**src/rtl/sais_pkg.sv**
```systemverilog
// shared types and constants of the suffix array interval search
`timescale 1ns / 1ps
`default_nettype none
package sais_pkg;

    // store depths and derived address widths
    localparam int TEXT_DEPTH = 65536;
    localparam int PAT_DEPTH  = 1024;
    localparam int TEXT_AW    = $clog2(TEXT_DEPTH);
    localparam int PAT_AW     = $clog2(PAT_DEPTH);

    // field widths
    localparam int CHAR_W   = 8;
    localparam int IDX_W    = 16;
    localparam int TL_W     = 17;
    localparam int POS_W    = 17;
    localparam int ANCHOR_W = 10;
    localparam int PLEN_W   = 11;

    // packed word widths
    localparam int S_TDATA_W = 104;
    localparam int S_TUSER_W = 2;
    localparam int M_TDATA_W = 32;

    typedef enum logic [1:0] {
        CMD_TEXT    = 2'd0,
        CMD_SUFFIX  = 2'd1,
        CMD_PATTERN = 2'd2,
        CMD_SEARCH  = 2'd3
    } cmd_t;

    typedef enum logic [1:0] {
        RC_LT = 2'd0,
        RC_EQ = 2'd1,
        RC_GT = 2'd2
    } rc_t;

    typedef enum logic [1:0] {
        IDX_LEFT  = 2'd0,
        IDX_RIGHT = 2'd1,
        IDX_MID   = 2'd2
    } idx_sel_t;

    typedef enum logic [3:0] {
        ST_IDLE,
        ST_ADDR,
        ST_START,
        ST_CHK,
        ST_CHAR,
        ST_DECIDE,
        ST_LCHK,
        ST_UCHK,
        ST_FIN
    } state_t;

    typedef enum logic [2:0] {
        STEP_L0,
        STEP_L1,
        STEP_LLOOP,
        STEP_U0,
        STEP_U1,
        STEP_ULOOP
    } step_t;

    // commands from controller to datapath
    typedef struct packed {
        logic     load_query;
        logic     we_text;
        logic     we_suffix;
        logic     we_pat;
        idx_sel_t idx_sel;
        logic     from_min;
        logic     cmp_start;
        logic     eval_char;
        logic     end_cmp;
        logic     set_lp;
        logic     set_rp;
        logic     right_mid;
        logic     left_mid;
        logic     lres_right;
        logic     upper_init;
        logic     rres_left;
        logic     set_miss;
        logic     out_load;
    } dp_cmd_t;

    // status from datapath to controller
    typedef struct packed {
        logic l_done;
        logic char_ne;
        rc_t  rc;
        logic more;
    } dp_stat_t;

endpackage
`default_nettype wire

```
**src/rtl/sais_ctrl.sv**
```systemverilog
// controller state machine of the interval search
`timescale 1ns / 1ps
`default_nettype none
module sais_ctrl (
    input  wire logic               aclk,
    input  wire logic               aresetn,
    input  wire logic               s_tvalid,
    output logic                    s_tready,
    input  wire logic [1:0]         s_tuser,
    output logic                    m_tvalid,
    input  wire logic               m_tready,
    output sais_pkg::dp_cmd_t       cmd,
    input  wire sais_pkg::dp_stat_t stat
);
    import sais_pkg::*;

    state_t state_reg, state_next;
    step_t  step_reg, step_next;
    logic   m_valid_reg, m_valid_next;
    cmd_t   in_cmd;

    assign in_cmd   = cmd_t'(s_tuser);
    assign m_tvalid = m_valid_reg;

    // state registers
    always_ff @(posedge aclk) begin
        if (!aresetn) begin
            state_reg   <= ST_IDLE;
            step_reg    <= STEP_L0;
            m_valid_reg <= 1'b0;
        end else begin
            state_reg   <= state_next;
            step_reg    <= step_next;
            m_valid_reg <= m_valid_next;
        end
    end

    // next state and commands
    always_comb begin
        state_next = state_reg;
        step_next  = step_reg;
        cmd        = '0;
        s_tready   = 1'b0;
        cmd.from_min = (step_reg == STEP_LLOOP) || (step_reg == STEP_ULOOP);
        case (step_reg)
            STEP_L0, STEP_U0: cmd.idx_sel = IDX_LEFT;
            STEP_L1, STEP_U1: cmd.idx_sel = IDX_RIGHT;
            default:          cmd.idx_sel = IDX_MID;
        endcase
        case (state_reg)
            ST_IDLE: begin
                s_tready = 1'b1;
                if (s_tvalid) begin
                    case (in_cmd)
                        CMD_TEXT:    cmd.we_text   = 1'b1;
                        CMD_SUFFIX:  cmd.we_suffix = 1'b1;
                        CMD_PATTERN: cmd.we_pat    = 1'b1;
                        default: begin
                            cmd.load_query = 1'b1;
                            step_next      = STEP_L0;
                            state_next     = ST_ADDR;
                        end
                    endcase
                end
            end
            ST_ADDR: state_next = ST_START;
            ST_START: begin
                cmd.cmp_start = 1'b1;
                state_next    = ST_CHK;
            end
            ST_CHK: begin
                if (stat.l_done) begin
                    cmd.end_cmp = 1'b1;
                    state_next  = ST_DECIDE;
                end else begin
                    state_next = ST_CHAR;
                end
            end
            ST_CHAR: begin
                cmd.eval_char = 1'b1;
                state_next    = stat.char_ne ? ST_DECIDE : ST_CHK;
            end
            ST_DECIDE: begin
                case (step_reg)
                    STEP_L0: begin
                        state_next = ST_ADDR;
                        if (stat.rc == RC_GT) begin
                            cmd.set_lp = 1'b1;
                            step_next  = STEP_L1;
                        end else begin
                            cmd.upper_init = 1'b1;
                            step_next      = STEP_U0;
                        end
                    end
                    STEP_L1: begin
                        if (stat.rc == RC_GT) begin
                            cmd.set_miss = 1'b1;
                            state_next   = ST_FIN;
                        end else begin
                            cmd.set_rp = 1'b1;
                            state_next = ST_LCHK;
                        end
                    end
                    STEP_LLOOP: begin
                        state_next = ST_LCHK;
                        if (stat.rc != RC_GT) begin
                            cmd.right_mid = 1'b1;
                            cmd.set_rp    = 1'b1;
                        end else begin
                            cmd.left_mid = 1'b1;
                            cmd.set_lp   = 1'b1;
                        end
                    end
                    STEP_U0: begin
                        if (stat.rc == RC_LT) begin
                            cmd.set_miss = 1'b1;
                            state_next   = ST_FIN;
                        end else begin
                            cmd.set_lp = 1'b1;
                            step_next  = STEP_U1;
                            state_next = ST_ADDR;
                        end
                    end
                    STEP_U1: begin
                        if (stat.rc == RC_LT) begin
                            cmd.set_rp = 1'b1;
                            state_next = ST_UCHK;
                        end else begin
                            state_next = ST_FIN;
                        end
                    end
                    default: begin
                        state_next = ST_UCHK;
                        if (stat.rc != RC_LT) begin
                            cmd.left_mid = 1'b1;
                            cmd.set_lp   = 1'b1;
                        end else begin
                            cmd.right_mid = 1'b1;
                            cmd.set_rp    = 1'b1;
                        end
                    end
                endcase
            end
            ST_LCHK: begin
                state_next = ST_ADDR;
                if (stat.more) begin
                    step_next = STEP_LLOOP;
                end else begin
                    cmd.lres_right = 1'b1;
                    cmd.upper_init = 1'b1;
                    step_next      = STEP_U0;
                end
            end
            ST_UCHK: begin
                if (stat.more) begin
                    step_next  = STEP_ULOOP;
                    state_next = ST_ADDR;
                end else begin
                    cmd.rres_left = 1'b1;
                    state_next    = ST_FIN;
                end
            end
            ST_FIN: begin
                if (!m_valid_reg || m_tready) begin
                    cmd.out_load = 1'b1;
                    state_next   = ST_IDLE;
                end
            end
            default: state_next = ST_IDLE;
        endcase
        m_valid_next = (m_valid_reg && !m_tready) || cmd.out_load;
    end
endmodule
`default_nettype wire

```
**config.mk**
```make
export PLATFORM = sky130hd
export DESIGN_NAME = sais_ctrl
export DESIGN_NICKNAME = d
export VERILOG_FILES = /design/src/rtl/sais_pkg.sv /design/src/rtl/sais_ctrl.sv
export SDC_FILE = /design/constraint.sdc
export NUM_CORES = 1
export LEC_CHECK = 0
export ABC_CLOCK_PERIOD_IN_PS = 1580
export BUFFER_PORTS_ARGS = -buffer_cell sky130_fd_sc_hd__buf_2
export CAP_MARGIN = 20
export CORE_MARGIN = 4
export CORE_UTILIZATION = 50
export CTS_BUF_LIST = sky130_fd_sc_hd__clkbuf_2 sky130_fd_sc_hd__clkbuf_4 sky130_fd_sc_hd__clkbuf_8
export CTS_CLUSTER_SIZE = 14
export DETAILED_ROUTE_END_ITERATION = 8
export GPL_TIMING_DRIVEN = 0
export MAX_ROUTING_LAYER = met4
export PLACE_DENSITY_LB_ADDON = 0.15
export SETUP_SLACK_MARGIN = 0.3
export SLEW_MARGIN = 20
export SYNTH_ARGS = -nofsm -noshare
export SYNTH_HDL_FRONTEND = slang
export SYNTH_SLANG_ARGS = --single-unit
```
**constraint.sdc**
```tcl
create_clock -name aclk -period 1.58 [get_ports aclk]
set_input_delay 0.158 -clock aclk [delete_from_list [all_inputs] [get_ports aclk]]
set_output_delay 0.158 -clock aclk [all_outputs]
set_load 0.02 [all_outputs]
```
==> results of run 1 <==
[metrics by stage]
step / hold slack (ns) / cells / TNS [ns] / cell area [um2]
2_1_floorplan: 0.310 / 117 / -0.0262 / 1030
3_3_place_gp: 0.435 / 163 / 0 / 1200
3_5_place_dp: 0.441 / 163 / 0 / 1200
[logic make-up after synthesis]
family,after synthesis
multiplexers,5
AND/OR/NAND/NOR,56
AO/OA/AOI/OAI,33
flip-flops,8
XOR/XNOR,1
buffers and inverters,14
==> run metrics, run 1 <==
status did not finish; Failed at clock tree synthesis; stop err [ERROR DPL-0038] Utilization greater than 100%, impossible to legalize; FF+latch count, synth 8; Rows 14; Syn Inst Count 117; root buf cell clkbuf_4; CTS max path bufs 2; Synth area leaders dfxtp_1, nand2_1, o21ai_0; Die Span X 49.5 um; buffers added on ports 30; Die H 49.5 um; Adder-Cell Fraction of Synth Area 0%; post-synthesis mux area share 6.11%; Post-CTS Resized 92; cts bufs inserted 3; RePlAce Congestion 0.913; synth warn 0; syn avg cell area 7.35 um2; Top FF cell, synth dfxtp_1; starting density of the core 55.1%; ys async rst share 0%; Synth cell types 46; synth cell count leaders nand2_1, o21ai_0, dfxtp_1, nor2_1; most common cell in the netlist nand2_1; cell area after synthesis 860 um2; Synth Area in Simple Gates 37.7%; number of setup buffers added after CTS 25; Clock Sinks 8; boundary pin count 32; Mapped Nets 128; largest family of logic cells by synthesized area simple AND/OR/NAND/NOR gates; EDFF count, synth 0; area share of xor/xnor cells in the synthesized design 1.02%; post-synthesis compound-gate area fraction 28.4%; post-synthesis sequential area ratio 18.6%; dpl ws 0.0697 ns; Yosys top cell area share 18.6%; Synth area leader dfxtp_1; Post-DP HPWL 1980 um; CTS Hold Bufs 0; H-tree depth 1
==> inputs of run 2 (changes only) <==
Settings changed: CORE_AREA set to 4 4 65 67, CORE_MARGIN 4 to unset, CORE_UTILIZATION 50 to unset, CTS_BUF_LIST sky130_fd_sc_hd__clkbuf_2 sky130_fd_sc_hd__clkbuf_4 sky130_fd_sc_hd__clkbuf_8 to unset, CTS_CLUSTER_SIZE 14 to unset, DIE_AREA set to 0 0 69 71, MAX_ROUTING_LAYER met4 to unset, SETUP_SLACK_MARGIN 0.3 to unset.
==> run 2 against run 1 <==
Effect of this change:
- synthesized cell count stayed put
- the flow now finishes, with violations (setup timing)
- area after synthesis did not move
==> run metrics, run 2 <==
NetSw 0.242 mW; Syn Inst Count 117 (unchanged); max FFs per register 4; cts bufs inserted 3 (unchanged); period utilisation layout 106%; most common cell in the netlist nand2_1; CP required 1.42 ns; Hold Crit Class input pin to register; area growth from synthesis to layout 65.4%; via count 1035; vias in the first global route 1045; Yosys top cell area share 18.6% (unchanged); DR vias/cell 4.93; failing checks setup timing; total gr overflow 0; worst r2r src state_reg[1]$_SDFFE_PN0P_; Die H 71 um (+44%); flop2flop setup slack 0.06 ns; core footprint 3630 um2; FF+latch count, synth 8 (unchanged); Nets 175; die area 4900 um2; Final Hold Vio Count 0; setup tns final -0.469 ns; Clk pwr share 32.8%; fillers 400; RePlAce Congestion 0.795 (-13%); Synth area leaders dfxtp_1, nand2_1, o21ai_0; CTS tree done; Mapped Nets 128 (unchanged); Total GRT Usage 11.7%; part of the power in combinational logic 37.2%; internal power 0.507 mW; syn avg cell area 7.35 um2 (unchanged); pin count of the biggest net entering global routing 11; max-slew violation total from the final report 0; Top FF cell, synth dfxtp_1; CP startpoint kind register; post-synthesis sequential area ratio 18.6% (unchanged); worst-path fanout max 5; Final Util 39.1%; wire per inst 13.8 um; first-pass GRT wire length 4850 um; antenna cells 0; Hold Crit Depth 3; final setup fails 9; CP Cell Sequence buf_8, nor4_4, nand2_2, nor3b_4, buf_6; crit path DAT 1.52 ns; Clock Sinks 8 (unchanged); area of the multi-input gates 734 um2; Worst path max stage delay 0.35 ns; leading cell types in the layout, fill and taps excluded buf_2, buf_4, buf_6, nand2_1, o21ai_0; Flop pwr share 30.0%; status complete, but fails checks; Reg area 173 um2; initial antenna violation count 0; Max-Cap Viols 0; RSZ-0062 raised after global routing true; VDD IR max 375 uV; min-delay src aresetn; Fmax 594 MHz; Post-DRT Antenna Nets 0; switching part of the total 32.3%; starting density of the core 23.7% (-31 points); Slew HR 71.7%; LEAKAGE 0.612 nW; crit path kind register to output pin; Worst-Skew Late Latency 0.23 ns; Fin Hold WS 0.204 ns; CTS Hold Bufs 0 (unchanged); ys async rst share 0% (unchanged); CP max stage cell dfxtp_4; H-tree depth 1 (unchanged); Die Span X 69 um (+40%); EDFF count, synth 0 (unchanged); buffers added on ports 30 (unchanged); Power Dens Cells 527 nW/um2; drt pass-1 iters 4; Detailed Route Iter0 Violations 38; synth warn 0 (unchanged); Synth area leader dfxtp_1; Remaining DRCs 0; Worst Max-Slew Pin Slew 0.424 ns; synth cell count leaders nand2_1, o21ai_0, dfxtp_1, nor2_1; reg2reg end step_reg[2]$_SDFFE_PN0P_; Post-DP HPWL 1980 um (-0.16%); cell area after synthesis 860 um2 (unchanged); final wirelength 2900 um; R2R cell count 7; kind of end point of the critical path output pin; Rows 22 (+8); layout cells sized above 1 51.9%; Synth cell types 46 (unchanged); post-route minimum period 1.68 ns; Design Power 0.749 mW; Setup Skew 0.00128 ns; clock-pin slew on the worst setup and hold paths 0.04 ns; setup ws final -0.103 ns; most common cell after layout, fill and taps aside buf_2; CTS max path bufs 2 (unchanged); root buf cell clkbuf_8; Hold Crit Endpoint state_reg[0]$_SDFFE_PN0P_; boundary pin count 32 (unchanged)
[run 2: cell counts after synthesis]
No cell type changed its count.
[run 2: cells by family (layout without fill, tap and decap cells)]
kind of cell | count (synthesis) | count (layout) | synth area share [%]
flops | 8 | 8 | 18.6
compound gates | 33 | 33 | 28.4
simple gates | 56 | 56 | 37.7
buf+inv | 14 | 59 | 8.15
mux | 5 | 5 | 6.11
xor+xnor | 1 | 1 | 1.02
[run 2: area by class of cell]
| type | count | share of cell area [%] |
|---|---|---|
| flip-flops and latches | 8 | 12.1 |
| inverters | 4 | 1.06 |
| clock buffers | 3 | 2.90 |
| well taps | 48 | 4.23 |
| multi-input cells | 95 | 51.7 |
| plain buffers | 9 | 6.43 |
| repair buffers | 43 | 21.6 |
[run 2: stage by stage]
step / instances / setup WS [ns] / instance area (um2)
floorplan: 117 / -0.00218 / 923
global placement: 195 / 0.0684 / 1130
detailed placement: 195 / 0.0544 / 1130
CTS: 208 / -0.129 / 1350
global route: 210 / -0.169 / 1420
finish: 210 / -0.103 / 1420
[run 2: critical path, delay by kind of cell (launching register included)]
kind	cells	cell delay, ns
AND/OR/NAND/NOR	3	0.68
buffers and inverters	2	0.26
flip-flops	1	0.35
[run 2: power groups by stage]
stage | Combinational (mW) | Clock [mW] | Sequential, mW
after global placement | 0.239 | 0 | 0.230
final | 0.278 | 0.246 | 0.224
after floorplan | 0.179 | 0 | 0.225
after global routing | 0.301 | 0.261 | 0.225
after detailed placement | 0.241 | 0 | 0.229
after CTS | 0.269 | 0.256 | 0.223
[run 2: worst max path at each step]
stage	from	end	slack, ns	cells past startpoint
CTS	state_reg[1]$_SDFFE_PN0P_	cmd[16]	-0.13	5
finish	state_reg[1]$_SDFFE_PN0P_	cmd[16]	-0.10	5
global route	state_reg[1]$_SDFFE_PN0P_	cmd[15]	-0.17	5
global placement	state_reg[1]$_SDFFE_PN0P_	cmd[15]	0.07	5
detailed placement	state_reg[0]$_SDFFE_PN0P_	cmd[16]	0.05	5
floorplan	state_reg[1]$_SDFFE_PN0P_	cmd[15]	-0.002	4
[run 2: routing by layer]
layer	share of wire [%]	GRT usage, %	wire, um	vias to the layer above
li1	-	-	-	523
met1	46	14.8	1350	475
met2	47	19.2	1360	30
met3	4.8	3.55	139	7
met4	2.0	3.04	58	0
met5	0	0	0	-
[run 2: timing repair]
item	in CTS	in global routing
resized for setup	35	16
setup endpoints to repair	15	17
pin swaps	9	12
endpoints found under the hold margin	0	0
buffers inserted	10	3
No activity file was read; power rests on OpenSTA's default activity.
==> inputs of run 3 (changes only) <==
Settings changed: RECOVER_POWER set to 50.
==> run 3 against run 2 <==
Effect of this change:
- the flow still finishes with violations (setup timing)
- fmax down 0.18%
- clock skew hardly changed
- hold slack lost 0.0031 ns
- total power increased by 0.33%
- clock-buffer cell count stayed put
- sequential share of layout area grew 0.054 points
- worst setup slack worse by 0.0030 ns
- critical path depth did not move
- cell count unchanged
- register-to-register slack is essentially flat
- critical endpoint unchanged
==> run metrics, run 3 (same netlist as run 2, synthesis figures left out) <==
area growth from synthesis to layout 64.6%; layout cells sized above 1 50.6% (-1.2 points); initial antenna violation count 0 (unchanged); RSZ-0062 raised after global routing true; switching part of the total 32.5% (+0.19 points); H-tree depth 1 (unchanged); max FFs per register 4 (unchanged); core footprint 3630 um2 (unchanged); Flop pwr share 29.9% (about the same); drt pass-1 iters 4 (unchanged); Clk pwr share 33.2% (+0.4 points); setup ws final -0.105 ns (-0.00296 ns); root buf cell clkbuf_8; CTS tree done; Slew HR 71.8% (about the same); cts bufs inserted 3 (unchanged); Nets 175 (unchanged); wire per inst 13.7 um (-0.65%); Post-DRT Antenna Nets 0 (unchanged); Total GRT Usage 11.7% (unchanged); NetSw 0.244 mW (+0.93%); Final Cell Area 1420 um2 (-0.44%); first-pass GRT wire length 4850 um (unchanged); total gr overflow 0 (unchanged); part of the power in combinational logic 36.9% (-0.3 points); crit path DAT 1.53 ns (about the same); Clock Sinks 8 (unchanged); Hold Crit Class input pin to register; CTS max path bufs 2 (unchanged); leading cell types in the layout, fill and taps excluded buf_2, buf_4, buf_6, nand2_1, o21ai_0; post-route minimum period 1.69 ns (+0.00296 ns); Placed Cells 195 (unchanged); CP required 1.42 ns (about the same); boundary pin count 32 (unchanged); final wirelength 2880 um (-0.65%); LEAKAGE 0.607 nW (-0.81%); CP startpoint kind register; Final Hold Vio Count 0 (unchanged); die area 4900 um2 (unchanged); kind of end point of the critical path output pin; placed inst area 1130 um2 (unchanged); Fin Hold WS 0.200 ns (-0.00311 ns); most common cell after layout, fill and taps aside buf_2; Rows 22 (unchanged); Remaining DRCs 0 (unchanged); buffers added on ports 30 (unchanged); pin count of the biggest net entering global routing 11 (unchanged); setup tns final -0.499 ns (-0.0298 ns); vias in the first global route 1045 (unchanged); Fmax 593 MHz (-0.18%); CTS Hold Bufs 0 (unchanged); fillers 401 (+0.25%); RePlAce Congestion 0.795 (unchanged); Die H 71 um (unchanged); failing checks setup timing; VDD IR max 374 uV (-0.25%); max-slew violation total from the final report 0 (unchanged); Worst-Skew Late Latency 0.23 ns (about the same); Post-DP HPWL 1980 um (unchanged); Power Dens Cells 531 nW/um2 (+0.78%); Non-Filler Instances 210 (unchanged); period utilisation layout 107% (+0.19 points); DR vias/cell 4.89 (-0.87%); antenna cells 0 (unchanged); crit path kind register to output pin; status complete, but fails checks; via count 1026 (-0.87%); Die Span X 69 um (unchanged); Detailed Route Iter0 Violations 40 (+5.3%); Worst Max-Slew Pin Slew 0.423 ns (-0.000745 ns); clock-pin slew on the worst setup and hold paths 0.04 ns (about the same); Design Power 0.751 mW (+0.33%); Max-Cap Viols 0 (unchanged); starting density of the core 23.7% (unchanged); Setup Skew 0.00118 ns (-0.000106 ns); internal power 0.507 mW (about the same); final setup fails 9 (unchanged); worst-path fanout max 5 (unchanged)
==> run 3: cell types whose count changed in the layout (fill, tap and decap cells not counted), sizes merged <==
cell	delta
buf	-2
clkbuf	+2
==> run 3: metal layers <==
layer / up-vias / part of all wire [%] / GRT usage [%]
li1: 521 / - / -
met1: 470 / 45 / 14.8
met2: 31 / 48 / 19.2
met3: 4 / 5.2 / 3.55
met4: 0 / 1.7 / 3.04
met5: - / 0 / 0
==> run 3: area by class of cell <==
cell class	count	area, um2	share of cell area (%)
timing repair buffer	43	305	21.6
sequential	8	173	12.2
multi-input combinational	95	732	51.7
tap	48	60.1	4.24
inverter	4	15.0	1.06
buffer	9	88.8	6.28
clock buffer	3	41.3	2.92
==> run 3: final timing paths <==
check	end	from	depth (start not counted)	slack, ns
max	cmd[16]	state_reg[1]$_SDFFE_PN0P_	5	-0.11
min	state_reg[0]$_SDFFE_PN0P_	aresetn	3	0.20
max reg2reg	step_reg[2]$_SDFFE_PN0P_	state_reg[1]$_SDFFE_PN0P_	7	0.06
min reg2reg	m_tvalid$_SDFF_PN0_	m_tvalid$_SDFF_PN0_	2	0.53
==> run 3: per-stage QoR <==
step	setup slack (ns)	utilization, %
after detailed placement	0.0544	31.2
after global routing	-0.169	38.9
after floorplan	-0.00218	-
after global placement	0.0684	31.2
after CTS	-0.129	37.1
final	-0.105	38.9
==> run 3: what timing repair did <==
item,CTS,global route
endpoints found under the setup margin,15,17
buffers inserted,10,3
pin swaps,9,12
resized for setup,35,16
endpoints found under the hold margin,0,0
==> run 3: worst max-delay path, cell delays in order (launching register included) <==
cell     delay, ns
dfxtp_4       0.35
buf_8         0.12
nor4_4        0.30
nand2_2       0.17
nor3b_4       0.21
buf_6         0.14
==> run 3: power by group through the flow <==
stage | clock [mW] | combinational, mW | sequential (mW)
after floorplan | 0 | 0.179 | 0.225
after global placement | 0 | 0.239 | 0.230
after detailed placement | 0 | 0.241 | 0.229
after CTS | 0.256 | 0.269 | 0.223
after global routing | 0.261 | 0.301 | 0.225
final | 0.249 | 0.277 | 0.224
